**config.mk**
```make
export PLATFORM = sky130hd
export DESIGN_NAME = dns_response_address_extractor
export DESIGN_NICKNAME = d
export VERILOG_FILES = /design/src/dre_pkg.sv /design/src/dns_response_address_extractor.sv
export SDC_FILE = /design/constraint.sdc
export NUM_CORES = 1
export LEC_CHECK = 0
export BUFFER_PORTS_ARGS = -buffer_cell sky130_fd_sc_hd__buf_2
export CAP_MARGIN = 15
export CORE_MARGIN = 2
export CORE_UTILIZATION = 45
export DETAILED_ROUTE_END_ITERATION = 10
export HOLD_SLACK_MARGIN = 0.06
export PLACE_DENSITY = 0.65
export SLEW_MARGIN = 25
export SYNTH_ARGS = -nofsm -noshare
export SYNTH_HDL_FRONTEND = slang
export SYNTH_SLANG_ARGS = --single-unit
```
**constraint.sdc**
```tcl
create_clock -name clock -period 8.2 [get_ports clock]
set_clock_uncertainty 0.05 [all_clocks]
set_input_delay 2.05 -clock clock [delete_from_list [all_inputs] [get_ports clock]]
set_output_delay 2.05 -clock clock [all_outputs]
set_load 0.01 [all_outputs]
```
**src/dre_pkg.sv**
```systemverilog
// shared types and constants for the dns response address extractor
// no dependencies
package dre_pkg;

   localparam int MAX_MESSAGE_BYTES = 512;
   localparam int POS_WIDTH         = $clog2(MAX_MESSAGE_BYTES + 2);

   // status codes
   localparam logic [3:0] ST_OK           = 4'd0;
   localparam logic [3:0] ST_TOO_SHORT    = 4'd1;
   localparam logic [3:0] ST_NOT_RESPONSE = 4'd2;
   localparam logic [3:0] ST_SERVER_ERROR = 4'd3;
   localparam logic [3:0] ST_BAD_COUNTS   = 4'd4;
   localparam logic [3:0] ST_BAD_LABEL    = 4'd5;
   localparam logic [3:0] ST_TRUNCATED    = 4'd6;
   localparam logic [3:0] ST_NO_ADDRESS   = 4'd7;
   localparam logic [3:0] ST_TOO_LONG     = 4'd8;

   // register indexes
   localparam logic CSR_MAX_ANSWERS   = 1'b0;
   localparam logic CSR_MAX_QUESTIONS = 1'b1;

   localparam logic [7:0] MAX_ANSWERS_RESET   = 8'd20;
   localparam logic [7:0] MAX_QUESTIONS_RESET = 8'd10;

   typedef struct packed {
      logic [7:0] data_byte;
      logic       last_byte;
   } req_payload_type;

   typedef struct packed {
      logic [3:0]  status;
      logic        is_ipv6;
      logic [63:0] addr_high;
      logic [63:0] addr_low;
   } rsp_payload_type;

endpackage

```
**src/dns_response_address_extractor.sv**
```systemverilog
// top level of the dns response address extractor: byte-serial dns response parser
// depends on dre_pkg
//
// throughput: one message byte per cycle while req_stall is low, no bubbles between messages
// result: registered, shown in the cycle after the last byte is accepted
// req_stall rises only for a last byte while the previous result still waits
// reset: synchronous, active high; registers return to 20 and 10, parser to header
module dns_response_address_extractor (
   input  logic                     clock,
   input  logic                     reset,
   input  logic                     req_valid,
   output logic                     req_stall,
   input  dre_pkg::req_payload_type req_payload,
   output logic                     rsp_valid,
   input  logic                     rsp_stall,
   output dre_pkg::rsp_payload_type rsp_payload,
   input  logic                     csr_write,
   input  logic                     csr_index,
   input  logic [7:0]               csr_data
);

   typedef enum logic [3:0] {
      PH_HEADER,
      PH_QNAME,
      PH_QLABEL,
      PH_QPTR,
      PH_QFIXED,
      PH_ANAME,
      PH_ALABEL,
      PH_APTR,
      PH_AFIXED,
      PH_ARDATA,
      PH_DONE
   } phase_type;

   localparam logic [dre_pkg::POS_WIDTH-1:0] MAX_POS =
      dre_pkg::POS_WIDTH'(dre_pkg::MAX_MESSAGE_BYTES);
   localparam logic [dre_pkg::POS_WIDTH-1:0] HEADER_BYTES = dre_pkg::POS_WIDTH'(12);
   // header byte positions
   localparam logic [dre_pkg::POS_WIDTH-1:0] POS_FLAGS_HI = dre_pkg::POS_WIDTH'(2);
   localparam logic [dre_pkg::POS_WIDTH-1:0] POS_FLAGS_LO = dre_pkg::POS_WIDTH'(3);
   localparam logic [dre_pkg::POS_WIDTH-1:0] POS_QD_HI    = dre_pkg::POS_WIDTH'(4);
   localparam logic [dre_pkg::POS_WIDTH-1:0] POS_QD_LO    = dre_pkg::POS_WIDTH'(5);
   localparam logic [dre_pkg::POS_WIDTH-1:0] POS_AN_HI    = dre_pkg::POS_WIDTH'(6);
   localparam logic [dre_pkg::POS_WIDTH-1:0] POS_AN_LO    = dre_pkg::POS_WIDTH'(7);
   localparam logic [dre_pkg::POS_WIDTH-1:0] POS_HDR_END  = dre_pkg::POS_WIDTH'(11);

   localparam logic [15:0] QUESTION_TAIL = 16'd4;
   localparam logic [15:0] ANSWER_FIXED  = 16'd10;
   localparam logic [15:0] TYPE_A        = 16'd1;
   localparam logic [15:0] TYPE_AAAA     = 16'd28;
   localparam logic [15:0] LEN_A         = 16'd4;
   localparam logic [15:0] LEN_AAAA      = 16'd16;
   // bytes_left values for the type and rdlength bytes of the fixed answer part
   localparam logic [15:0] LEFT_TYPE_HI  = 16'd10;
   localparam logic [15:0] LEFT_TYPE_LO  = 16'd9;
   localparam logic [15:0] LEFT_LEN_HI   = 16'd2;
   localparam logic [15:0] LEFT_LEN_LO   = 16'd1;

   localparam logic [7:0] LABEL_MAX   = 8'd63;
   localparam logic [7:0] POINTER_MIN = 8'hC0;

   // configuration
   logic [7:0] max_answers_ff;
   logic [7:0] max_questions_ff;

   // per-message parser state
   phase_type                    phase_ff,         phase_in;
   logic [dre_pkg::POS_WIDTH-1:0] pos_ff,           pos_in;
   logic [15:0]                  flags_ff,         flags_in;
   logic [7:0]                   questions_ff,     questions_in;
   logic [7:0]                   answers_ff,       answers_in;
   logic [15:0]                  bytes_left_ff,    bytes_left_in;
   logic [15:0]                  record_type_ff,   record_type_in;
   logic [15:0]                  record_length_ff, record_length_in;
   logic [63:0]                  addr_upper_ff,    addr_upper_in;
   logic [63:0]                  addr_lower_ff,    addr_lower_in;
   logic [3:0]                   outcome_ff,       outcome_in;

   // result register
   logic                     rsp_valid_ff;
   dre_pkg::rsp_payload_type rsp_payload_ff, rsp_payload_in;

   logic       req_xfer;
   logic       last_xfer;
   logic [7:0] b;

   assign b         = req_payload.data_byte;
   // non-last bytes give no result, so only a last byte has to wait for the output slot
   assign req_stall = rsp_valid_ff && rsp_stall && req_payload.last_byte;
   assign req_xfer  = req_valid && !req_stall;
   assign last_xfer = req_xfer && req_payload.last_byte;

   assign rsp_valid   = rsp_valid_ff;
   assign rsp_payload = rsp_payload_ff;

   // next parser state for the byte on the input
   always_comb begin
      logic          parse;
      logic          in_answer;
      logic          rec_match;
      logic [7:0]    answers_dec;
      logic [15:0]   length_full;
      logic [127:0]  addr_shift;
      logic [3:0]    status;
      logic          ok;

      phase_in         = phase_ff;
      flags_in         = flags_ff;
      questions_in     = questions_ff;
      answers_in       = answers_ff;
      bytes_left_in    = bytes_left_ff;
      record_type_in   = record_type_ff;
      record_length_in = record_length_ff;
      addr_upper_in    = addr_upper_ff;
      addr_lower_in    = addr_lower_ff;
      outcome_in       = outcome_ff;

      // counter saturates one past the limit so that too_long sticks
      pos_in    = (pos_ff <= MAX_POS) ? pos_ff + 1'b1 : pos_ff;
      parse     = (phase_ff != PH_DONE) && (pos_ff < MAX_POS);
      in_answer = (phase_ff == PH_ANAME) || (phase_ff == PH_ALABEL);
      rec_match = ((record_type_ff == TYPE_A) && (record_length_ff == LEN_A)) ||
                  ((record_type_ff == TYPE_AAAA) && (record_length_ff == LEN_AAAA));
      answers_dec = answers_ff - 1'b1;
      length_full = {record_length_ff[15:8], b};
      addr_shift  = {addr_upper_ff[55:0], addr_lower_ff, b};

      if (parse) begin
         unique case (phase_ff)
            PH_HEADER: begin
               if (pos_ff == POS_FLAGS_HI) flags_in = {b, 8'h00};
               if (pos_ff == POS_FLAGS_LO) flags_in = {flags_ff[15:8], b};
               // question count parks in record_type, answer count in record_length
               if (pos_ff == POS_QD_HI) record_type_in = {b, 8'h00};
               if (pos_ff == POS_QD_LO) record_type_in = {record_type_ff[15:8], b};
               if (pos_ff == POS_AN_HI) record_length_in = {b, 8'h00};
               if (pos_ff == POS_AN_LO) record_length_in = {record_length_ff[15:8], b};
               if (pos_ff == POS_HDR_END) begin
                  priority if (!flags_ff[15]) begin
                     outcome_in = dre_pkg::ST_NOT_RESPONSE;
                     phase_in   = PH_DONE;
                  end else if (flags_ff[3:0] != 4'h0) begin
                     outcome_in = dre_pkg::ST_SERVER_ERROR;
                     phase_in   = PH_DONE;
                  end else if ((record_length_ff == 16'h0) ||
                               (record_length_ff > {8'h00, max_answers_ff})) begin
                     outcome_in = dre_pkg::ST_BAD_COUNTS;
                     phase_in   = PH_DONE;
                  end else if (record_type_ff > {8'h00, max_questions_ff}) begin
                     outcome_in = dre_pkg::ST_BAD_COUNTS;
                     phase_in   = PH_DONE;
                  end else begin
                     questions_in     = record_type_ff[7:0];
                     answers_in       = record_length_ff[7:0];
                     record_type_in   = 16'h0;
                     record_length_in = 16'h0;
                     phase_in = (record_type_ff[7:0] != 8'h0) ? PH_QNAME : PH_ANAME;
                  end
               end
            end
            PH_QNAME, PH_ANAME: begin
               priority if (b == 8'h00) begin
                  phase_in      = in_answer ? PH_AFIXED : PH_QFIXED;
                  bytes_left_in = in_answer ? ANSWER_FIXED : QUESTION_TAIL;
               end else if (b >= POINTER_MIN) begin
                  phase_in = in_answer ? PH_APTR : PH_QPTR;
               end else if (b > LABEL_MAX) begin
                  outcome_in = dre_pkg::ST_BAD_LABEL;
                  phase_in   = PH_DONE;
               end else begin
                  phase_in      = in_answer ? PH_ALABEL : PH_QLABEL;
                  bytes_left_in = {8'h00, b};
               end
            end
            PH_QLABEL, PH_ALABEL: begin
               bytes_left_in = bytes_left_ff - 1'b1;
               if (bytes_left_ff == 16'd1) phase_in = in_answer ? PH_ANAME : PH_QNAME;
            end
            PH_QPTR: begin
               phase_in      = PH_QFIXED;
               bytes_left_in = QUESTION_TAIL;
            end
            PH_QFIXED: begin
               bytes_left_in = bytes_left_ff - 1'b1;
               if (bytes_left_ff == 16'd1) begin
                  questions_in = questions_ff - 1'b1;
                  phase_in     = (questions_ff == 8'd1) ? PH_ANAME : PH_QNAME;
               end
            end
            PH_APTR: begin
               phase_in      = PH_AFIXED;
               bytes_left_in = ANSWER_FIXED;
            end
            PH_AFIXED: begin
               if (bytes_left_ff == LEFT_TYPE_HI) record_type_in = {b, 8'h00};
               if (bytes_left_ff == LEFT_TYPE_LO) record_type_in = {record_type_ff[15:8], b};
               if (bytes_left_ff == LEFT_LEN_HI) record_length_in = {b, 8'h00};
               bytes_left_in = bytes_left_ff - 1'b1;
               if (bytes_left_ff == LEFT_LEN_LO) begin
                  record_length_in = length_full;
                  addr_upper_in    = 64'h0;
                  addr_lower_in    = 64'h0;
                  if (length_full == 16'h0) begin
                     // empty record data: record is finished here
                     answers_in = answers_dec;
                     if (answers_dec == 8'h0) begin
                        outcome_in = dre_pkg::ST_NO_ADDRESS;
                        phase_in   = PH_DONE;
                     end else begin
                        phase_in = PH_ANAME;
                     end
                  end else begin
                     phase_in      = PH_ARDATA;
                     bytes_left_in = length_full;
                  end
               end
            end
            PH_ARDATA: begin
               if (rec_match) begin
                  addr_upper_in = addr_shift[127:64];
                  addr_lower_in = addr_shift[63:0];
               end
               bytes_left_in = bytes_left_ff - 1'b1;
               if (bytes_left_ff == 16'd1) begin
                  if (rec_match) begin
                     outcome_in = dre_pkg::ST_OK;
                     phase_in   = PH_DONE;
                  end else begin
                     answers_in = answers_dec;
                     if (answers_dec == 8'h0) begin
                        outcome_in = dre_pkg::ST_NO_ADDRESS;
                        phase_in   = PH_DONE;
                     end else begin
                        phase_in = PH_ANAME;
                     end
                  end
               end
            end
            default: begin
               // done: bytes after the decision are ignored
            end
         endcase
      end

      // final status, too_long wins over everything
      priority if (pos_in > MAX_POS) status = dre_pkg::ST_TOO_LONG;
      else if (pos_in < HEADER_BYTES) status = dre_pkg::ST_TOO_SHORT;
      else if (phase_in == PH_DONE)   status = outcome_in;
      else                            status = dre_pkg::ST_TRUNCATED;

      ok = (status == dre_pkg::ST_OK);
      rsp_payload_in.status    = status;
      rsp_payload_in.is_ipv6   = ok && (record_type_in == TYPE_AAAA);
      rsp_payload_in.addr_high = (ok && (record_type_in == TYPE_AAAA)) ? addr_upper_in : 64'h0;
      rsp_payload_in.addr_low  = ok ? addr_lower_in : 64'h0;
   end

   always_ff @(posedge clock) begin
      if (reset) begin
         max_answers_ff   <= dre_pkg::MAX_ANSWERS_RESET;
         max_questions_ff <= dre_pkg::MAX_QUESTIONS_RESET;
         phase_ff         <= PH_HEADER;
         pos_ff           <= '0;
         flags_ff         <= '0;
         questions_ff     <= '0;
         answers_ff       <= '0;
         bytes_left_ff    <= '0;
         record_type_ff   <= '0;
         record_length_ff <= '0;
         addr_upper_ff    <= '0;
         addr_lower_ff    <= '0;
         outcome_ff       <= dre_pkg::ST_OK;
         rsp_valid_ff     <= 1'b0;
      end else begin
         if (csr_write) begin
            unique case (csr_index)
               dre_pkg::CSR_MAX_ANSWERS:   max_answers_ff   <= csr_data;
               dre_pkg::CSR_MAX_QUESTIONS: max_questions_ff <= csr_data;
               default: begin
               end
            endcase
         end

         if (last_xfer) begin
            // message ends: parser clears for the next one
            phase_ff         <= PH_HEADER;
            pos_ff           <= '0;
            flags_ff         <= '0;
            questions_ff     <= '0;
            answers_ff       <= '0;
            bytes_left_ff    <= '0;
            record_type_ff   <= '0;
            record_length_ff <= '0;
            addr_upper_ff    <= '0;
            addr_lower_ff    <= '0;
            outcome_ff       <= dre_pkg::ST_OK;
         end else if (req_xfer) begin
            phase_ff         <= phase_in;
            pos_ff           <= pos_in;
            flags_ff         <= flags_in;
            questions_ff     <= questions_in;
            answers_ff       <= answers_in;
            bytes_left_ff    <= bytes_left_in;
            record_type_ff   <= record_type_in;
            record_length_ff <= record_length_in;
            addr_upper_ff    <= addr_upper_in;
            addr_lower_ff    <= addr_lower_in;
            outcome_ff       <= outcome_in;
         end

         // result slot: loads on a last-byte transfer, drains when not stalled
         if (last_xfer)       rsp_valid_ff <= 1'b1;
         else if (!rsp_stall) rsp_valid_ff <= 1'b0;
      end

      if (last_xfer) rsp_payload_ff <= rsp_payload_in;
   end

endmodule

```
# Word-level counts from Yosys, hierarchy flattened
# Cells that the tools add are included.
# W data, S select, Z words.
[classes] addsub=4 magnitude_cmp=8 eq_ne=44 n_mux=99 bitwise_logic=2 n_reduce_logical=38
[ops] op="$mux W16" n=24
[ops] op="$mux W64" n=6
[ops] op="$pmux W64 S2" n=2
[ops] op="$mux W4" n=37
[ops] op="$mux W8" n=15
[ops] op="$pmux W16 S5" n=1
[ops] op="$pmux W16 S2" n=2
[ops] op="$eq A16 B5 Y1 const B" n=3
[ops] op="$eq A10 B3 Y1 const B" n=4
[ops] op="$eq A16 B1 Y1 const B" n=2
[ops] op="$eq A16 B4 Y1 const B" n=2
[ops] op="$gt A16 B8 Y1" n=2
[ops] op="$logic_not A16 Y1" n=2
[ops] op="$pmux W4 S8" n=1
[ops] op="$ne A2 B2 Y1 const B" n=12
[ops] op="$pmux W8 S3" n=1
[ops] op="$eq A10 B2 Y1 const B" n=2
[ops] op="$eq A16 B2 Y1 const B" n=1
[ops] op="$eq A16 B3 Y1 const B" n=1
[ops] op="$eq A4 B3 Y1 const B" n=4
[ops] op="$logic_not A8 Y1" n=2
[ops] op="$pmux W4 S4" n=1
[ops] op="$pmux W8 S2" n=1
[ops] op="$sub A16 B1 Y16 const B" n=1
[ops] op="36 further kinds" n=66
[word_totals] ff_bits=372 inputBits=23

# Longest topological paths before layout
[depth] word_depth=15 depth_mapped=15

# Worst setup path after synthesis
# Ideal clock, no wire load.
[synth_timing] path_type="input to register" from="input port rsp_stall" to="register answers_ff[2]" setup_time_ns=0.128 arrival_ns=6.612 required_ns=8.022 setup_slack_ns=1.410 stages=7 path_cell_list="nand3_1 > and3_1 > or2_2 > clkbuf_1 > clkbuf_1 > clkbuf_1 > nor2_1"
[synth_via] elab_chain_len=6 word_cells_on_any_way=7
[synth_rtl] item="from (decl)" line="dns_response_address_extractor.sv:15" rtl="input logic rsp_stall,"
[synth_rtl] item="$logic_and A1 B1 Y1 (2 in a row)" line="dns_response_address_extractor.sv:90" rtl="assign req_stall = rsp_valid_ff && rsp_stall && req_payload.last_byte;"
[synth_rtl] item="$logic_not A1 Y1" line="dns_response_address_extractor.sv:91" rtl="assign req_xfer = req_valid && !req_stall;"
[synth_rtl] item="$logic_and A1 B1 Y1" line="dns_response_address_extractor.sv:91"
[synth_rtl] item="$logic_and A1 B1 Y1" line="dns_response_address_extractor.sv:92" rtl="assign last_xfer = req_xfer && req_payload.last_byte;"
[synth_rtl] item="via last_xfer" line="dns_response_address_extractor.sv:85" rtl="logic last_xfer;"
[synth_rtl] item="$reduce_or A2 Y1 (no source line)"
[synth_rtl] item="to (signal assigned)" line="dns_response_address_extractor.sv:303" rtl="answers_ff <= answers_in;"
[synth_rtl] item="to (decl)" line="dns_response_address_extractor.sv:72" rtl="logic [7:0] answers_ff, answers_in;"
# The timed path passes the listed nets, and every way through them passes these cells.
# A chain may end at the register's enable or synchronous reset.

# Worst setup path after layout
[layout_timing] from="input port req_payload[8] (netlist bit)" to="register rsp_payload_ff (netlist bit rsp_payload[49]), data pin"
[layout_via] elab_chain_len=11 word_cells_on_any_way=23
[layout_rtl] item="from (decl)" line="dns_response_address_extractor.sv:13" rtl="input dre_pkg::req_payload_type req_payload,"
[layout_rtl] item="$gt A8 B6 Y1" line="dns_response_address_extractor.sv:168" rtl="end else if (b > LABEL_MAX) begin"
[layout_rtl] item="$mux W4" line="dns_response_address_extractor.sv:168"
[layout_rtl] item="$mux W4" line="dns_response_address_extractor.sv:166" rtl="end else if (b >= POINTER_MIN) begin"
[layout_rtl] item="$mux W4" line="dns_response_address_extractor.sv:163" rtl="priority if (b == 8'h00) begin"
[layout_rtl] item="$pmux W4 S8" line="dns_response_address_extractor.sv:130" rtl="unique case (phase_ff)"
[layout_rtl] item="$mux W4" line="dns_response_address_extractor.sv:129" rtl="if (parse) begin"
[layout_rtl] item="$eq A4 B4 Y1" line="dns_response_address_extractor.sv:249" rtl="else if (phase_in == PH_DONE) status = outcome_in;"
[layout_rtl] item="$mux W4 (*)" line="dns_response_address_extractor.sv:249"
[layout_rtl] item="$mux W4 (*)" line="dns_response_address_extractor.sv:248" rtl="else if (pos_in < HEADER_BYTES) status = dre_pkg::ST_TOO_SHORT;"
[layout_rtl] item="$mux W4 (*)" line="dns_response_address_extractor.sv:247" rtl="priority if (pos_in > MAX_POS) status = dre_pkg::ST_TOO_LONG;"
[layout_rtl] item="$logic_not A4 Y1 (*)" line="dns_response_address_extractor.sv:252" rtl="ok = (status == dre_pkg::ST_OK);"
[layout_rtl] item="to (signal assigned)" line="dns_response_address_extractor.sv:317" rtl="if (last_xfer) rsp_payload_ff <= rsp_payload_in;"
[layout_rtl] item="to (decl)" line="dns_response_address_extractor.sv:82" rtl="dre_pkg::rsp_payload_type rsp_payload_ff, rsp_payload_in;"
# Every way passes the cells marked *; elsewhere a longest branch is shown, timed or not.

==> results.json <==
{
  "status": "complete, no violations",
  "synthAdderAreaFrac": 0.02037,
  "setup_slack_ns": 2.131,
  "viasPerCell": 5.897,
  "hold_depth": 2,
  "ctsRootBufferMaster": "clkbuf_16",
  "timing.slew.headroom": 0.2846,
  "regArea_mm2": 0.008638,
  "gr-total-overflow": 0,
  "crit_start": "req_payload[8]",
  "use_met2": 0.4069,
  "cts_hold_buf": 0,
  "hold_end": "addr_upper_ff[61]$_SDFFE_PP0P_",
  "synth_largest_area_cell": "dfxtp_1",
  "vias": 16522,
  "synthCells": 2190,
  "power_density_mw_per_mm2": 196.7,
  "die_h_um": 206.4,
  "setup_viol": 0,
  "cts_buffer_depth": 3,
  "syn_nets": 2243,
  "netlist.area_leader.share": 0.2520,
  "cp-end-kind": "flip-flop",
  "dr.pass1.iters": 5,
  "synthMuxAreaShare": 0.004345,
  "pre_cts_ws_ns": 1.702,
  "crit_arrival_ns": 6.29,
  "reg2reg_from": "bytes_left_ff[4]$_SDFFE_PP0P_",
  "numCtsBuffers": 40,
  "reg2reg_to": "rsp_payload[49]$_SDFFCE_PP0P_",
  "die_x_um": 206.4,
  "path_clk_slew_ns": 0.06,
  "hp-class": "flip-flop to flip-flop",
  "clock_sinks": 365,
  "synth_compound_area_frac": 0.1866,
  "met1_usage": 0.3708,
  "portBuffers": 157,
  "hold_start": "addr_upper_ff[61]$_SDFFE_PP0P_",
  "drv_slew": 0,
  "ys_seq_elements": 365,
  "clock.fmax_mhz": 164.8,
  "crit_path_start_kind": "input pin",
  "synth_top_family_by_area": "simple AND/OR/NAND/NOR gates",
  "drt_wl_total_um": 56010,
  "wl_per_cell_um": 19.99,
  "p_seq_frac": 0.473,
  "drive_gt1_frac": 0.1436,
  "cts_tree": "yes",
  "clkLatencyLatePin_ns": 0.59,
  "syn_to_final_growth_pct": 13.12,
  "ys_seq_area_frac": 0.4687,
  "post_cts_resized": 0,
  "cts_setup_buffers": 0,
  "drt_iter0_drc": 1579,
  "placementRows": 74,
  "rr_worst_depth": 10,
  "ys.flop_type": "dfxtp_1",
  "leakagePower_nw": 6.548,
  "synth_edf_count": 133,
  "tightestPinTransition_ns": 1.065,
  "internal_power_w": 0.003052,
  "path_class": "input pin to flip-flop",
  "grt_pass1_vias": 15411,
  "drtAntennaViolNets": 0,
  "initial_core_util": 0.4534,
  "grt_usage": 0.2610,
  "rsz0062_at_grt": "no",
  "grt_antenna_before_repair": 0,
  "ys_warn_count": 0,
  "crit_required_ns": 8.42,
  "drt_drc_violations_left": 0,
  "p_sw_w": 0.001049,
  "async_flop_share": 0,
  "period_share": 0.7401,
  "netlist_area_mm2": 0.01843,
  "fin_nets": 2292,
  "busiest_layer": "met2",
  "grt_max_degree": 131,
  "fill_cells": 3808,
  "hold_violations": 0,
  "insertedDiodeCount": 0,
  "grt_first_pass_wirelength_um": 87870,
  "syn_avg_cell_area_um2": 8.416,
  "power_frac_clock": 0.440,
  "pin_count": 158,
  "place_hpwl_um": 35170,
  "switching_share": 0.2558,
  "ir_drop_mv": 0.1597,
  "p_comb_frac": 0.086,
  "synth_cell_types": 71,
  "grt_use_met3": 0.04778,
  "multi_input_area_mm2": 0.009016,
  "htreeDepth": 2,
  "r2r_setup_slack_ns": 3.28,
  "fin_crit_ns": 6.069,
  "cp_max_fo": 71,
  "gp_congestion": 0.9294,
  "synthSimpleGateAreaFrac": 0.2642,
  "dieArea_mm2": 0.04259,
  "synth_xor_xnor_area_share": 0.009980,
  "synthTopCellsByArea": "dfxtp_1 (25%), edfxtp_1 (22%), nand2_1 (13%)",
  "core-area_mm2": 0.04065,
  "cap_violations": 0,
  "setup_tns_ns": 0
}
-- registers in the layout, summed over array words and instances (netlist names) --
register and flops:
rsp_payload 133, addr_lower_ff 64, addr_upper_ff 64, bytes_left_ff 16, record_length_ff 16, record_type_ff 16, pos_ff 10, answers_ff 8
max_answers_ff 8, max_questions_ff 8, questions_ff 8, flags_ff 5, outcome_ff 4, phase_ff 4, rsp_valid 1
-- worst max-delay path: stages --
cell and delay [ns]:
buf_2 0.21, inv_1 0.13, ha_1 0.20, nor4b_1 0.64, nand4_1 0.50, nor2_1 0.32
a2bb2o_1 0.32, and3_1 0.18, o211ai_1 0.25, nor2_1 0.11, nand2_4 0.70, buf_12 0.37
a2111oi_0 0.13
-- power groups by stage --
| stage | Combinational, W | Sequential [W] | Clock, W |
|---|---|---|---|
| 2_1_floorplan | 0.000208 | 0.00199 | 0 |
| 3_3_place_gp | 0.000342 | 0.00198 | 0 |
| 3_5_place_dp | 0.000346 | 0.00198 | 0 |
| 4_1_cts | 0.000347 | 0.00194 | 0.00184 |
| 5_1_grt | 0.000384 | 0.00194 | 0.00191 |
| 6_report | 0.000353 | 0.00194 | 0.00181 |
-- synthesized netlist by cell type, types with 17 or more instances --
cell and number:
edfxtp_1 133, nor3_1 42, dfxtp_1 232, a21oi_1 278, clkbuf_1 167, nand3_1 23, nor2_1 130, nor4b_2 50
nand2_1 635, ha_1 30, nor4_1 18, inv_1 34, o21ai_0 51, a22oi_1 17, nor4b_1 17, a2111oi_0 66
-- through the flow --
stage,utilization,power [W],cells,cell area (um^2),hold slack (ns)
after detailed placement,0.4799,0.002326,2729,19510,0.3970
after global placement,0.4784,0.002322,2726,19440,0.3879
after floorplan,-,0.002199,2190,18430,0.3816
after global routing,0.5129,0.004235,2802,20850,0.4115
after CTS,0.5124,0.004125,2802,20830,0.4052
final,0.5129,0.004101,2802,20850,0.4047
-- area by class of cell --
type | instances | share of cell area
sequential | 365 | 0.4144
timing repair buffer | 185 | 0.05173
clock inverter | 9 | 0.004741
clock buffer | 64 | 0.05864
inverter | 34 | 0.006122
multi-input combinational | 1613 | 0.4325
tap | 532 | 0.03193
-- how the worst max path moves through the flow --
stage / end / slack [ns] / cells after the start
finish: rsp_payload[49]$_SDFFCE_PP0P_ / 2.13 / 13
global route: rsp_payload[56]$_SDFFCE_PP0P_ / 1.85 / 13
CTS: rsp_payload[22]$_SDFFCE_PP0P_ / 2.27 / 13
detailed placement: rsp_payload[22]$_SDFFCE_PP0P_ / 1.70 / 13
global placement: rsp_payload[0]$_SDFFCE_PP0P_ / 1.85 / 13
floorplan: answers_ff[2]$_SDFFE_PP0P_ / 1.41 / 7
-- per-layer routing --
metal / wire [um] / part of all wire / vias up
met1: 25280 / 0.45 / 7961
met4: 1278 / 0.023 / 0
met2: 25630 / 0.46 / 571
met5: 0 / 0 / -
li1: - / - / 7909
met3: 3829 / 0.068 / 81
-- cells in the final DEF (no fill, tap or decap), types with 22 or more instances in the layout --
cell type	instances
a2111oi_0	65
a21oi_1	278
buf_2	157
clkbuf_16	41
dfxtp_1	232
edfxtp_1	133
ha_1	30
inv_1	34
nand2_1	633
nand3_1	22
nor2_1	130
nor3_1	40
nor4b_2	50
o21ai_0	51
-- cells by family (layout without fill, tap and decap cells) --
logic type,Yosys count,after routing
AOI/OAI and AO/OA,543,543
xor gates and xnor gates,21,21
adders and majority gates,30,30
buffers and inverters,212,292
DFF,365,365
muxes,8,8
and+or+nand+nor,1011,1011
Power figures use the tool's default switching activity.
